## src/rtcrd_pkg.sv

```systemverilog
// types, constants and helper functions for the rtc register decoder
// no dependencies
package rtcrd_pkg;

	typedef enum logic [2:0] {
		ST_OK          = 3'd0,
		ST_OSC_STOPPED = 3'd1,
		ST_CLK_STOPPED = 3'd2,
		ST_EXT_TEST    = 3'd3,
		ST_TWELVE_HOUR = 3'd4,
		ST_BAD_TIME    = 3'd5
	} status_t;

	localparam logic [11:0] MIN_YEAR_RESET = 12'd2001;
	localparam logic [11:0] YEAR_BASE      = 12'd2000;
	localparam logic [11:0] YEAR_LAST      = 12'd2099;

	localparam int CTRL_EXT_TEST_BIT = 7;
	localparam int CTRL_STOP_BIT     = 5;
	localparam int CTRL_12H_BIT      = 1;
	localparam int SEC_OSC_STOP_BIT  = 7;

	// packed bcd byte to binary, 0..165
	function automatic logic [7:0] bcd_value(input logic [7:0] b);
		logic [7:0] tens8;
		logic [7:0] tens2;
		tens8 = {1'b0, b[7:4], 3'b000};
		tens2 = {3'b000, b[7:4], 1'b0};
		return tens8 + tens2 + {4'b0000, b[3:0]};
	endfunction

	function automatic logic nibbles_ok(input logic [7:0] b);
		return (b[3:0] <= 4'd9) && (b[7:4] <= 4'd9);
	endfunction

	// days in a non-leap month, month 1..12
	function automatic logic [4:0] month_length(input logic [3:0] month);
		logic [4:0] len;
		case (month)
			4'd2: len = 5'd28;
			4'd4, 4'd6, 4'd9, 4'd11: len = 5'd30;
			default: len = 5'd31;
		endcase
		return len;
	endfunction

endpackage

```

## src/rtc_register_decode.sv

```systemverilog
// rtc register decoder: status, seconds of day and calendar date from one snapshot
// depends on rtcrd_pkg
// the result word is registered twice: first in the input register, then in the result register
// throughput: one word per cycle while out_ready is high; the input register refills while a result is being taken
// reset: arst_n clears both valid flags and sets min_year to 2001
// payload registers are not reset
module rtc_register_decode (
	input  logic        clk,
	input  logic        arst_n,
	input  logic        cfg_we,
	input  logic [11:0] cfg_wdata,
	input  logic        in_valid,
	output logic        in_ready,
	input  logic [7:0]  control_byte,
	input  logic [7:0]  seconds_reg,
	input  logic [7:0]  minutes_reg,
	input  logic [7:0]  hours_reg,
	input  logic [7:0]  days_reg,
	input  logic [7:0]  weekdays_reg,
	input  logic [7:0]  months_reg,
	input  logic [7:0]  years_reg,
	output logic        out_valid,
	input  logic        out_ready,
	output logic [2:0]  status,
	output logic [16:0] seconds_of_day,
	output logic [5:0]  day_of_month,
	output logic [2:0]  weekday,
	output logic [4:0]  month_number,
	output logic [11:0] year_number,
	output logic        date_valid
);

	logic [11:0] min_year_q;

	logic        valid_s1;
	logic [7:0]  ctrl_s1, sec_s1, min_s1, hour_s1, day_s1, wday_s1, mon_s1, year_s1;

	logic        valid_s2;
	logic [2:0]  status_s2;
	logic [16:0] secs_s2;
	logic [5:0]  day_s2;
	logic [2:0]  wday_s2;
	logic [4:0]  mon_s2;
	logic [11:0] year_s2;
	logic        dvalid_s2;

	logic        adv_s1;

	rtcrd_pkg::status_t st;
	logic [7:0]  s_b, m_b, h_b, d_b, mo_b, y_b;
	logic [7:0]  s_bin, m_bin, h_bin, d_bin, mo_bin, y_bin;
	logic [16:0] secs;
	logic [11:0] year;
	logic [4:0]  last_day;
	logic        time_ok, digits_ok, range_ok, date_ok;
	logic [2:0]  wd;

	assign adv_s1   = !valid_s2 || out_ready;
	assign in_ready = !valid_s1 || adv_s1;

	always_ff @(posedge clk or negedge arst_n) begin
		if (!arst_n) begin
			min_year_q <= rtcrd_pkg::MIN_YEAR_RESET;
		end else if (cfg_we) begin
			min_year_q <= cfg_wdata;
		end
	end

	// input register
	always_ff @(posedge clk or negedge arst_n) begin
		if (!arst_n) begin
			valid_s1 <= 1'b0;
		end else if (in_ready) begin
			valid_s1 <= in_valid;
		end
	end

	always_ff @(posedge clk) begin
		if (in_ready && in_valid) begin
			ctrl_s1 <= control_byte;
			sec_s1  <= seconds_reg;
			min_s1  <= minutes_reg;
			hour_s1 <= hours_reg;
			day_s1  <= days_reg;
			wday_s1 <= weekdays_reg;
			mon_s1  <= months_reg;
			year_s1 <= years_reg;
		end
	end

	// decode
	always_comb begin
		s_b  = {1'b0, sec_s1[6:0]};
		m_b  = {1'b0, min_s1[6:0]};
		h_b  = {2'b00, hour_s1[5:0]};
		d_b  = {2'b00, day_s1[5:0]};
		mo_b = {3'b000, mon_s1[4:0]};
		y_b  = year_s1;
		wd   = wday_s1[2:0];

		s_bin  = rtcrd_pkg::bcd_value(s_b);
		m_bin  = rtcrd_pkg::bcd_value(m_b);
		h_bin  = rtcrd_pkg::bcd_value(h_b);
		d_bin  = rtcrd_pkg::bcd_value(d_b);
		mo_bin = rtcrd_pkg::bcd_value(mo_b);
		y_bin  = rtcrd_pkg::bcd_value(y_b);

		time_ok = rtcrd_pkg::nibbles_ok(s_b) && rtcrd_pkg::nibbles_ok(m_b)
			&& rtcrd_pkg::nibbles_ok(h_b)
			&& (s_bin <= 8'd59) && (m_bin <= 8'd59) && (h_bin <= 8'd23);

		if (sec_s1[rtcrd_pkg::SEC_OSC_STOP_BIT]) begin
			st = rtcrd_pkg::ST_OSC_STOPPED;
		end else if (ctrl_s1[rtcrd_pkg::CTRL_STOP_BIT]) begin
			st = rtcrd_pkg::ST_CLK_STOPPED;
		end else if (ctrl_s1[rtcrd_pkg::CTRL_EXT_TEST_BIT]) begin
			st = rtcrd_pkg::ST_EXT_TEST;
		end else if (ctrl_s1[rtcrd_pkg::CTRL_12H_BIT]) begin
			st = rtcrd_pkg::ST_TWELVE_HOUR;
		end else if (!time_ok) begin
			st = rtcrd_pkg::ST_BAD_TIME;
		end else begin
			st = rtcrd_pkg::ST_OK;
		end

		secs = 17'(h_bin) * 17'd3600 + 17'(m_bin) * 17'd60 + 17'(s_bin);
		year = rtcrd_pkg::YEAR_BASE + 12'(y_bin);

		last_day = rtcrd_pkg::month_length(mo_bin[3:0])
			+ 5'((mo_bin == 8'd2) && (y_bin[1:0] == 2'b00));

		digits_ok = rtcrd_pkg::nibbles_ok(d_b) && rtcrd_pkg::nibbles_ok(mo_b)
			&& rtcrd_pkg::nibbles_ok(y_b) && (wd <= 3'd6);
		range_ok  = (mo_bin >= 8'd1) && (mo_bin <= 8'd12) && (d_bin >= 8'd1)
			&& (d_bin <= 8'd31) && (year >= min_year_q)
			&& (year <= rtcrd_pkg::YEAR_LAST);
		date_ok   = digits_ok && range_ok && (d_bin <= {3'b000, last_day});
	end

	// result register
	always_ff @(posedge clk or negedge arst_n) begin
		if (!arst_n) begin
			valid_s2 <= 1'b0;
		end else if (adv_s1) begin
			valid_s2 <= valid_s1;
		end
	end

	always_ff @(posedge clk) begin
		if (adv_s1 && valid_s1) begin
			status_s2 <= st;
			if (st == rtcrd_pkg::ST_OK) begin
				secs_s2   <= secs;
				day_s2    <= d_bin[5:0];
				wday_s2   <= (wd == 3'd0) ? 3'd7 : wd;
				mon_s2    <= mo_bin[4:0];
				year_s2   <= date_ok ? year : 12'd0;
				dvalid_s2 <= date_ok;
			end else begin
				secs_s2   <= '0;
				day_s2    <= '0;
				wday_s2   <= '0;
				mon_s2    <= '0;
				year_s2   <= '0;
				dvalid_s2 <= 1'b0;
			end
		end
	end

	assign out_valid      = valid_s2;
	assign status         = status_s2;
	assign seconds_of_day = secs_s2;
	assign day_of_month   = day_s2;
	assign weekday        = wday_s2;
	assign month_number   = mon_s2;
	assign year_number    = year_s2;
	assign date_valid     = dvalid_s2;

endmodule

```

## config.mk

```make
export PLATFORM = sky130hd
export DESIGN_NAME = rtc_register_decode
export DESIGN_NICKNAME = d
export VERILOG_FILES = /design/src/rtcrd_pkg.sv /design/src/rtc_register_decode.sv
export SDC_FILE = /design/constraint.sdc
export NUM_CORES = 1
export LEC_CHECK = 0
export ABC_AREA = 1
export BUFFER_PORTS_ARGS = -buffer_cell sky130_fd_sc_hd__buf_2
export CORE_UTILIZATION = 50
export CTS_CLUSTER_DIAMETER = 50
export DETAILED_ROUTE_END_ITERATION = 8
export PLACE_DENSITY = 0.78
export SLEW_MARGIN = 20
export SYNTH_ARGS = -nofsm -noshare
export SYNTH_HDL_FRONTEND = slang
export SYNTH_SLANG_ARGS = --single-unit
```

## constraint.sdc

```tcl
create_clock -name clk -period 13.8 [get_ports clk]
set_input_delay 1.38 -clock clk [delete_from_list [all_inputs] [get_ports clk]]
set_output_delay 1.38 -clock clk [all_outputs]
set_load 0.02 [all_outputs]
```

======== After elaboration in Yosys (flattened, before gate mapping) ========
Index checks and enable logic that the tools add are counted.
cells by class
  $add $sub $neg .......................... 16
  $mul .................................... 2
  order comparisons ....................... 22
  equality and inequality tests ........... 6
  muxes and demuxes ....................... 7
  reduce and logical (&&, ||, !) cells .... 32
operators by type and width
  cell                     number
  $add A6 B4 Y7            4
  $le A4 B4 Y1 const B     7
  $logic_and A1 B1 Y1      23
  $mux W3                  6
  $add A17 B14 Y17         1
  $add A17 B8 Y17          1
  $add A7 B4 Y8            2
  $le A8 B6 Y1 const B     2
  $le A7 B5 Y1 const B     2
  $mul A7 B8 Y13 const B   1
  $add A11 B8 Y12 const A  1
  $add A5 B3 Y6            2
  $ge A12 B12 Y1           1
  $le A12 B12 Y1 const B   1
  $mul A8 B4 Y12 const B   1
  $add A7 B5 Y8            1
  $add A8 B4 Y8            1
  $eq A4 B3 Y1 const B     2
  $eq A4 B4 Y1 const B     2
  $le A2 B4 Y1 const B     2
  $le A3 B4 Y1 const B     2
  $ge A7 B1 Y1 const B     1
  $le A7 B5 Y1             1
  $add A5 B4 Y6            1
  other kinds (14)         17
word-level totals
  flip-flop bits (word level) ............. 112
  input bits .............................. 81
  output and inout bits ................... 49
  word-level logic and storage cells ...... 103

======== Depth between registers and ports, before layout ========
Gate-level depths: netlist (run 1).
  word-level depth ........................ 14
  depth in mapped cells ................... 33
  mapped depth without buffers ............ 33

======== Worst setup path after synthesis (run 1) ========
No wires, ideal clock.
  path type ............................... register to register
  from .................................... reg min_s1[3]
  to ...................................... reg secs_s2[16], in the netlist seconds_of_day[16] (data pin)
  setup time .............................. 253 ps
  data arrival time ....................... 5507 ps
  required time ........................... 13547 ps
  path slack .............................. 8041 ps
  stages on the path, launching flop included .. 33
  buffers on the path ..................... 0
  period minus slack after synthesis ...... 5759 ps
  cells stage by stage .................... edfxtp_1 > inv_1 > fa_1 > inv_1 > fa_1 > nand2_1 > inv_1 > nor2_1 > inv_1 > fa_1 > fa_1 > inv_1 > ha_1 > a21oi_1 > o21ai_0 > nand2_1 > nand2_1 > a21oi_1 > o21bai_1 > nand2_1 > nand2_1 > xor2_1 > ha_1 > ha_1 > inv_1 > nor3_1 > nand3_1 > nand4_1 > nand2_1 > inv_1 > o21ai_0 > nor2_1 > nor2_1
on the way
  longest elaborated chain between the ends .. 13
  elaborated cells between the ends (all ways) .. 18
  those cells by class .................... add/sub: 3; mul: 1; order compare: 2; mux: 5; reduce/logical: 7
ends and longest elaborated chain
  element                                                                    RTL line                    source
  from (decl)                                                                rtc_register_decode.sv:36   logic [7:0] ctrl_s1, sec_s1, min_s1, hour_s1, day_s1, wday_s1, mon_s1, year_s1;
  from (signal assigned)                                                     rtc_register_decode.sv:82   min_s1 <= minutes_reg;
  parallel branches: the longest is 13 deep, another holds $add A17 B14 Y17  n/a
  to (signal assigned)                                                       rtc_register_decode.sv:153  secs_s2 <= secs;
  to (decl)                                                                  rtc_register_decode.sv:40   logic [16:0] secs_s2;
Parallel ways; which one is timed is not known.
A chain may end at the register's enable or synchronous reset.

======== Final worst setup path (run 1) ========
Ends and elaborated chain as after synthesis.

==> reports/results.ini, run 1 <==
[worst_setup_path]
timing.rr.end = seconds_of_day[16]$_SDFFCE_PN0P_
rrSetupSlack_ps = 7440
critPathCaptureType = register
r2r_cells = 29
cp-start-kind = register
worst-path-buf-inv = 7
r2r_start = min_s1[3]$_DFFE_PP_
worstPathRequired_ps = 13900
crit_top_cell = inv_1
path_class = reg -> reg
cp_slowest_stage_delay_ps = 530
critPathSlowestCell = fa_1
arrival_ps = 6470
cp_top_family = adder cells
crit_fanout = 5

[yosys]
yosysMostFrequentCell = inv_1
synth_commonest_cells = 160 x inv_1, 110 x ha_1, 97 x nand2_1, 92 x edfxtp_1, 58 x nor2_1
synthFlopType = edfxtp_1
async_reset_ff_share_pct = 13.2
syn_avg_cell_area_um2 = 9.99
synth_edf_count = 92
synth_warnings = 0
netlist_instances = 741
ys_seq_area_share_pct = 42.2
synth.distinct_cells = 40
synth_area_leaders = edfxtp_1 37%, ha_1 19%, inv_1 8.1%
syn_nets = 958
synth_top_cell_by_area = edfxtp_1
synth-seq-cells = 106
syn_area_um2 = 7400
synth_top_area_share_pct = 37.3

[clocking]
cts_tree = done
hold_buffers = 0
htreeDepth = 3
cts_resized = 0
clock_sinks = 106
postCtsSetupBuffers = 0
root_buffer = clkbuf_16
clk_path_buf_depth = 2
cts.reportedPaths.clkPinSlew_ps = 70
numCtsBuffers = 9
clk_latency_ps = 350

[routing]
drtIter0Drc = 233
drt_pass1_iterations = 4
num_vias = 5147
wl_per_cell_um = 12.9
drc_errors = 0
routed_wl_um = 13500
via_per_inst = 4.92
ant_nets = 0

[sta]
final-hold-violation-count = 0
finalCritPeriodShare_pct = 46.1
clock.fmax_mhz = 157
tns_ps = 0
final.min_clock_period_ps = 6360
worst_slew_pin_slew_ps = 992
final.setup_skew_ps = 9.73
rsz0062_at_grt = no
max_slew_margin_pct = 33.7
setup_viol = 0
finalMaxSlewViolations = 0

[placement]
place_congestion = 0.847
post-dp-hpwl_um = 10600
portBuffers = 111

[floorplanning]
coreArea_um2 = 14500
num_rows = 44
fp.dieW_um = 124
num_io_pins = 130
fp.dieH_um = 124
dieArea_um2 = 15300
initial_core_util_pct = 51.1

[grt]
grt_overflow = 0
grt_pass1_wl_um = 20900
grt_pass1_vias = 4758
antenna_found_initial = 0
grt_max_degree = 47
grt_usage_pct = 18.0

[final_layout]
nNetsFinal = 1074
drive_gt1_share_pct = 18.0
final_util_pct = 58.4
area_delta_synth_final_pct = 14.2

[power]
vdd_drop_max_mv = 0.185
leakage_uw = 0.00428
power_density_nw_per_um2 = 237

[job]
cap_violations = 0

[hold_path]
worstHoldPathCells = 2
min_path_type = reg -> reg
hp-start = min_year_q[10]$_DFFE_PN1P_
whs_endpoint = min_year_q[10]$_DFFE_PN1P_

[outcome]
run_status = finished clean

==> worst max path at each step <==
| stage | to | slack [ps] | from | cells past startpoint |
|---|---|---|---|---|
| after global routing | seconds_of_day[16]$_SDFFCE_PN0P_ | 6830 | min_s1[6]$_DFFE_PP_ | 29 |
| after floorplan | seconds_of_day[16]$_SDFFCE_PN0P_ | 8040 | min_s1[3]$_DFFE_PP_ | 32 |
| after CTS | seconds_of_day[16]$_SDFFCE_PN0P_ | 7390 | min_s1[3]$_DFFE_PP_ | 29 |
| final | seconds_of_day[16]$_SDFFCE_PN0P_ | 7440 | min_s1[3]$_DFFE_PP_ | 29 |
| after detailed placement | seconds_of_day[16]$_SDFFCE_PN0P_ | 7450 | min_s1[3]$_DFFE_PP_ | 29 |
| after global placement | seconds_of_day[16]$_SDFFCE_PN0P_ | 7570 | min_s1[3]$_DFFE_PP_ | 29 |
==> sequential cells by signal (all words and copies together), names as in the netlist <==
name	count
ctrl_s1	3
date_valid	1
day_of_month	6
day_s1	6
hour_s1	6
min_s1	7
min_year_q	12
mon_s1	5
month_number	5
out_valid	1
sec_s1	8
seconds_of_day	17
status	3
valid_s1	1
wday_s1	3
weekday	3
y_b	8
year_number	11
==> cell type report <==
cell class / instances / area, µm²
fill: 1236 / 6030
antenna: 1 / 2.50
inverter: 162 / 608
tap: 184 / 230
multi-input combinational: 466 / 3630
clock inverter: 7 / 73.8
sequential: 106 / 3120
timing repair buffer: 112 / 563
clock buffer: 9 / 225
==> power breakdown <==
group	switching, µW	internal (µW)
sequential	14.6	391
clock	117	142
combinational	807	530
total	939	1060
==> placed cells by master (no fill, tap or decap), types with 7 or more instances in the layout <==
cell type	count
dfstp_2	7
nor2_1	58
o21ai_0	28
clkbuf_16	9
xnor2_1	13
inv_1	159
edfxtp_1	92
a21oi_1	35
xor2_1	16
ha_1	110
buf_2	111
nand2_1	97
nand3_1	33
nor2_4	11
fa_1	26
nand4_1	7
dfrtp_1	7
==> routing by layer <==
layer	GRT usage [%]	share of wire, %
met2	31.9	51
met4	8.28	2.5
met1	20.9	41
met3	3.48	4.9
met5	0	0
==> metrics by stage <==
step / std cells / area, µm² / total power (µW) / worst slack (ps) / hold slack, ps
detailed placement: 1030 / 8150 / 1750 / 7450 / 493
CTS: 1046 / 8450 / 2020 / 7390 / 506
finish: 1047 / 8450 / 2000 / 7440 / 499
floorplan: 741 / 7400 / 1530 / 8040 / 447
global placement: 1030 / 8150 / 1720 / 7570 / 484
global route: 1046 / 8450 / 2230 / 6830 / 528
==> worst min-delay path, cell delays in order (launching register included) <==
cell and delay [ps]:
dfstp_2 360, inv_1 60, o21ai_0 70
==> kinds of logic after synthesis <==
family,share of synthesized area [%]
and+or+nand+nor,13.6
buffers and inverters,8.98
adders and majority gates,25.6
muxes,0.152
AOI/OAI and AO/OA,5.83
xor gates and xnor gates,3.65
DFF,42.2
(Power assumes the default switching activity.)
==> run 2: changes to the inputs <==
Settings changed: ABC_AREA 1 to 0.
Clock period 13.8 ns to 6.4 ns, I/O delays scaled along.
==> run 2 against run 1 <==
  * Non-clock buffer count is the same
  * Combinational power up 91%
  * Hold slack worse by 340 ps
  * Final area fell by 1.7%
  * Sequential share of layout area is 0.62 points higher
  * Cell count fell by 11%
  * Worst setup slack lost 7000 ps
  * Sequential power is 100% higher
  * Synthesized area decreased by 1.6%
  * Synthesized cell count down 15%
  * Via count shrank 3.6%
  * Critical path type unchanged
  * Critical endpoint is now seconds_of_day[13]$_SDFFCE_PN0P_
  * Largest power group unchanged
==> reports/results.ini, run 2 <==
[worst_setup_path]
path_class = reg -> reg
timing.rr.end = seconds_of_day[13]$_SDFFCE_PN0P_
worstPathRequired_ps = 6480  ; -7420 ps
r2r_cells = 24  ; -17%
r2r_start = min_s1[6]$_DFFE_PP_
cp-start-kind = register
crit_fanout = 5  ; unchanged
critPathCaptureType = register
rrSetupSlack_ps = 410  ; -7030 ps
arrival_ps = 6070  ; -400 ps

[outcome]
run_status = finished clean

[floorplanning]
fp.dieW_um = 123  ; -0.78%
num_rows = 43  ; -2.3%
num_io_pins = 130  ; unchanged
dieArea_um2 = 15100  ; -1.6%
coreArea_um2 = 14000  ; -3.0%
fp.dieH_um = 123  ; -0.78%
initial_core_util_pct = 51.9  ; +0.75 points

[final_layout]
num_antenna_cells = 0  ; -1
num-fill-cells = 1110  ; -10%
final_common_cell = buf_2
drive_gt1_share_pct = 19.9  ; +2.0 points
largest_register_ffs = 17  ; unchanged
layout_common_cells = 111 x buf_2, 110 x ha_1, 92 x edfxtp_1
area_delta_synth_final_pct = 14.1  ; about the same
nNetsFinal = 966  ; -10%

[yosys]
synth-seq-cells = 106  ; unchanged
yosysMostFrequentCell = ha_1
synth.distinct_cells = 59  ; +48%
synthFlopType = edfxtp_1
syn_nets = 849  ; -11%
ys_seq_area_share_pct = 42.9  ; +0.68 points
netlist_instances = 632  ; -15%
synth_top_area_share_pct = 37.9  ; +0.60 points
syn_area_um2 = 7280  ; -1.6%
async_reset_ff_share_pct = 13.2  ; unchanged
synth_area_leaders = edfxtp_1 38%, ha_1 19%, fa_1 7.1%
syn_avg_cell_area_um2 = 11.5  ; +15%
synth_commonest_cells = 110 x ha_1, 92 x edfxtp_1, 89 x inv_1, 48 x nor2_1, 30 x o21ai_0
synth_top_cell_by_area = edfxtp_1
synth_warnings = 0  ; unchanged
synth_edf_count = 92  ; unchanged

[grt]
antenna_found_initial = 0  ; unchanged
grt_usage_pct = 20.4  ; +2.4 points
grt_pass1_wl_um = 23200  ; +11%
grt_overflow = 0  ; unchanged
grt_pass1_vias = 5099  ; +7.2%
grt_max_degree = 47  ; unchanged

[sta]
final-hold-violation-count = 0  ; unchanged
final.setup_skew_ps = 11.1  ; +1.36 ps
max_slew_margin_pct = 43.0  ; +9.2 points
finalMaxSlewViolations = 0  ; unchanged
worst_slack_ps = 407  ; -7030 ps
tns_ps = 0  ; unchanged
rsz0062_at_grt = no
final.min_clock_period_ps = 5990  ; -371 ps
setup_viol = 0  ; unchanged
clock.fmax_mhz = 167  ; +6.2%
finalCritPeriodShare_pct = 93.6  ; +48 points
worst_slew_pin_slew_ps = 854  ; -139 ps

[routing]
drt_pass1_iterations = 5  ; +1
via_per_inst = 5.32  ; +8.3%
routed_wl_um = 14400  ; +6.4%
drc_errors = 0  ; unchanged
drtIter0Drc = 277  ; +19%
wl_per_cell_um = 15.4  ; +20%
ant_nets = 0  ; unchanged
num_vias = 4962  ; -3.6%

[clocking]
postCtsSetupBuffers = 0  ; unchanged
cts_tree = done
htreeDepth = 3  ; unchanged
numCtsBuffers = 9  ; unchanged
clk_path_buf_depth = 2  ; unchanged
clk_latency_ps = 360  ; about the same
cts.reportedPaths.clkPinSlew_ps = 70  ; about the same
root_buffer = clkbuf_16
clock_sinks = 106  ; unchanged

[placement]
post-place-ws_ps = 304  ; -7140 ps
portBuffers = 111  ; unchanged
place_congestion = 0.894  ; +5.5%
post-dp-hpwl_um = 11100  ; +4.3%

[power]
leakage_uw = 0.00388  ; -9.4%
power_density_nw_per_um2 = 469  ; +98%
vdd_drop_max_mv = 0.708  ; +280%

[hold_path]
min_path_type = in -> async

[job]
cap_violations = 0  ; unchanged

==> run 2: critical path: stages (launching register included) <==
cell      delay (ps)
edfxtp_1         390
inv_1             70
fa_1             480
inv_1             70
fa_2             530
fa_1             550
inv_1             60
fa_1             500
inv_1             50
ha_1             320
nor2b_1          140
o21ai_0          140
nand2b_1         100
a21o_1           180
nand2_1           80
nor2b_1          160
xnor2_1          140
ha_1             260
ha_1             230
or3_1            350
a211o_1          270
a31o_1           240
a21oi_1          160
xor2_1           170
nor2_1            60
==> run 2: worst max-delay path by stage <==
stage / end / start / cells after the start
4_1_cts: seconds_of_day[16]$_SDFFCE_PN0P_ / min_s1[6]$_DFFE_PP_ / 23
3_3_place_gp: seconds_of_day[16]$_SDFFCE_PN0P_ / min_s1[3]$_DFFE_PP_ / 23
2_1_floorplan: seconds_of_day[16]$_SDFFCE_PN0P_ / min_s1[3]$_DFFE_PP_ / 22
3_5_place_dp: seconds_of_day[16]$_SDFFCE_PN0P_ / min_s1[6]$_DFFE_PP_ / 23
5_1_grt: seconds_of_day[16]$_SDFFCE_PN0P_ / min_s1[6]$_DFFE_PP_ / 23
6_report: seconds_of_day[13]$_SDFFCE_PN0P_ / min_s1[6]$_DFFE_PP_ / 24
==> run 2: routing by layer <==
layer  track usage (%)  vias to the layer above  share of wire (%)
met3              5.62                       23                4.4
met5                 0                        -                  0
met4              7.39                        0                2.4
met1              22.6                     2392                 42
met2              37.0                      112                 51
li1                  -                     2435                  -
==> run 2: area by class of cell <==
class	instances	area, µm²	area share (%)
well taps	180	225	2.71
clock buffers	10	229	2.75
inverters	89	334	4.02
clock inverters	4	28.8	0.346
flip-flops and latches	106	3120	37.6
multi-input cells	431	3810	45.8
repair buffers	112	563	6.77
==> run 2: report_power, final <==
part           leakage, µW  internal (µW)  switching [µW]
Clock             0.000121            260             246
Combinational      0.00270           1110            1450
Sequential         0.00106            808            22.9
Total              0.00388           2180            1710
==> run 2: what timing repair did <==
action / in CTS / in global routing
hold buffers: 0 / 0
endpoints found under the setup margin: 0 / 2
resized for setup: 0 / 2
==> run 2: cell families (layout without fill, tap and decap cells) <==
group / count (synthesis) / count (layout) / share of synthesized area, %
buf+inv: 95 / 215 / 5.03
compound gates: 108 / 108 / 10.0
fa+ha+maj: 136 / 136 / 26.0
simple gates: 148 / 148 / 10.9
mux: 2 / 2 / 0.464
flops: 106 / 106 / 42.9
xor+xnor: 37 / 37 / 4.64
==> run 2: through the flow <==
| stage | cells | instance area, µm² | total power [µW] | utilization [%] | hold slack [ps] |
|---|---|---|---|---|---|
| 5_1_grt | 932 | 8310 | 4280 | 59.2 | 162 |
| 2_1_floorplan | 632 | 7280 | 2830 | - | 344 |
| 3_5_place_dp | 918 | 8040 | 3330 | 57.3 | 498 |
| 4_1_cts | 932 | 8300 | 3860 | 59.1 | 154 |
| 6_report | 932 | 8310 | 3900 | 59.2 | 159 |
| 3_3_place_gp | 918 | 8040 | 3260 | 57.3 | 463 |
==> run 3: changes to the inputs <==
==> constraint.sdc (replaced) <==
create_clock -name clk -period 6.4 [get_ports clk]
set_input_delay 1.6 -clock clk [delete_from_list [all_inputs] [get_ports clk]]
set_output_delay 1.6 -clock clk [all_outputs]
set_load 0.02 [all_outputs]
==> run 3 against run 2 <==
  * Sequential share of layout area down 0.14 points
  * Final area is 0.38% higher
  * Combinational power about the same
  * Clock power up 8.1%
  * Count of clock-buffer cells in the layout stayed put
  * Global-route usage shrank 0.29 points
  * Register-to-register slack worse by 20 ps
  * Non-clock buffer count unchanged
  * Via count is 0.56% higher
  * Largest cell class unchanged
  * Largest power group unchanged
==> reports/results.ini, run 3 (synthesis results as in run 2) <==
[clocking]
cts.reportedPaths.clkPinSlew_ps = 70  ; about the same
hold_buffers = 0  ; unchanged
root_buffer = clkbuf_16
clk_path_buf_depth = 2  ; unchanged
postCtsSetupBuffers = 0  ; unchanged
clk_latency_ps = 350  ; about the same
numCtsBuffers = 9  ; unchanged
cts_tree = done
clock_sinks = 106  ; unchanged
htreeDepth = 3  ; unchanged

[routing]
drt_pass1_iterations = 4  ; -1
routed_wl_um = 14500  ; +0.99%
ant_nets = 0  ; unchanged
wl_per_cell_um = 15.6  ; +0.89%
via_per_inst = 5.35  ; +0.46%
num_vias = 4990  ; +0.56%
drtIter0Drc = 338  ; +22%
drc_errors = 0  ; unchanged

[floorplanning]
coreArea_um2 = 14000  ; unchanged
initial_core_util_pct = 51.9  ; unchanged
num_rows = 43  ; unchanged
fp.dieW_um = 123  ; unchanged
dieArea_um2 = 15100  ; unchanged
num_io_pins = 130  ; unchanged
fp.dieH_um = 123  ; unchanged

[final_layout]
seq_area_um2 = 3120  ; unchanged
largest_register_ffs = 17  ; unchanged
final_util_pct = 59.4  ; +0.22 points
num_antenna_cells = 0  ; unchanged
area_delta_synth_final_pct = 14.5
final_common_cell = buf_2
nNetsFinal = 966  ; unchanged
num-fill-cells = 1125  ; +1.4%
drive_gt1_share_pct = 20.2  ; +0.24 points
layout_common_cells = 111 x buf_2, 110 x ha_1, 92 x edfxtp_1
multi_input_area_um2 = 3810  ; about the same

[sta]
final-hold-violation-count = 0  ; unchanged
worst_slew_pin_slew_ps = 872  ; +18.1 ps
tns_ps = 0  ; unchanged
finalCritPeriodShare_pct = 94.0  ; +0.36 points
final.setup_skew_ps = 9.69  ; -1.40 ps
finalMaxSlewViolations = 0  ; unchanged
clock.fmax_mhz = 166  ; -0.38%
final.min_clock_period_ps = 6020  ; +22.9 ps
max_slew_margin_pct = 41.8  ; -1.2 points
setup_viol = 0  ; unchanged

[worst_setup_path]
cp_top_family = adder cells
worst-path-buf-inv = 4  ; unchanged
arrival_ps = 6100  ; +30 ps
worstPathRequired_ps = 6480  ; about the same
critPathSlowestCell = fa_1
crit_top_cell = inv_1
crit_fanout = 5  ; unchanged
path_class = reg -> reg
cp-start-kind = register
critPathCaptureType = register
cp_slowest_stage_delay_ps = 550  ; about the same
crit_chain = inv_1 -> fa_1 -> inv_1 -> fa_2 -> fa_1 -> inv_1 -> fa_1 -> inv_1 -> ha_1 -> nor2b_1 -> o21ai_0 -> nand2b_1 -> a21o_1 -> nand2_1 -> nor2b_1 -> xnor2_1 -> ha_1 -> ha_1 -> or3_1 -> a211o_1 -> a31o_1 -> a21oi_1 -> xor2_1 -> nor2_1

[job]
cap_violations = 0  ; unchanged

[grt]
grt_overflow = 0  ; unchanged
use_met3_pct = 4.14  ; -1.5 points
grt_max_degree = 47  ; unchanged
use_met1_pct = 22.8  ; +0.21 points
grt-busiest-layer = met2
grt_pass1_wl_um = 23200  ; -0.12%
grt_usage_pct = 20.1  ; -0.29 points
grt_pass1_vias = 5048  ; -1.0%
met2_usage_pct = 36.4  ; -0.60 points
antenna_found_initial = 0  ; unchanged

[power]
power_density_nw_per_um2 = 473  ; +0.96%
leakage_uw = 0.00390  ; +0.46%
vdd_drop_max_mv = 0.697  ; -1.6%

[placement]
place_congestion = 0.887  ; -0.75%
portBuffers = 111  ; unchanged
post-dp-hpwl_um = 11100  ; about the same

[hold_path]
min_path_type = reg -> reg

[outcome]
run_status = finished clean

run 3: worst paths after layout:
kind | from | depth (start not counted) | slack [ps] | endpoint
min reg2reg | valid_s1$_DFFE_PN0N_ | 1 | 510 | out_valid$_DFFE_PN0P_
max | min_s1[6]$_DFFE_PP_ | 24 | 380 | seconds_of_day[13]$_SDFFCE_PN0P_
min | valid_s1$_DFFE_PN0N_ | 1 | 510 | out_valid$_DFFE_PN0P_
max in group asynchronous | arst_n | 1 | 4980 | min_year_q[10]$_DFFE_PN1P_
min in group asynchronous | arst_n | 1 | 1130 | valid_s1$_DFFE_PN0N_
max reg2reg | min_s1[6]$_DFFE_PP_ | 24 | 380 | seconds_of_day[13]$_SDFFCE_PN0P_
run 3: routing by layer:
metal,share of wire (%),wire (µm),vias up
met5,0,0,-
met4,2.4,348,0
met3,5.4,780,25
met2,52,7540,119
met1,40,5860,2406
li1,-,-,2440
run 3: final cells by class:
class / instances / area share, %
Clock buffer: 10 / 2.74
Clock inverter: 5 / 0.675
Inverter: 89 / 4.00
Multi-Input combinational cell: 431 / 45.7
Sequential cell: 106 / 37.4
Tap cell: 180 / 2.70
Timing Repair Buffer: 112 / 6.75
run 3: timing repair:
item | CTS | global route
endpoints found under the setup margin | 0 | 3
hold endpoints to repair | 0 | 0
gates resized for setup | 0 | 3
run 3: where the power goes:
part | total, µW | internal, µW | switching (µW)
clock network | 547 | 301 | 246
registers | 831 | 808 | 22.7
logic | 2570 | 1120 | 1450
total | 3950 | 2220 | 1720
run 3: through the flow:
| stage | area, µm² | std cells | power, µW | setup WS (ps) | hold slack, ps |
|---|---|---|---|---|---|
| finish | 8340 | 933 | 3950 | 384 | 506 |
| global route | 8340 | 933 | 4320 | -0.650 | 522 |
| CTS | 8330 | 933 | 3920 | 276 | 498 |
| detailed placement | 8040 | 918 | 3350 | 329 | 478 |
| global placement | 8040 | 918 | 3260 | 417 | 464 |
| floorplan | 7280 | 632 | 2830 | 638 | 449 |
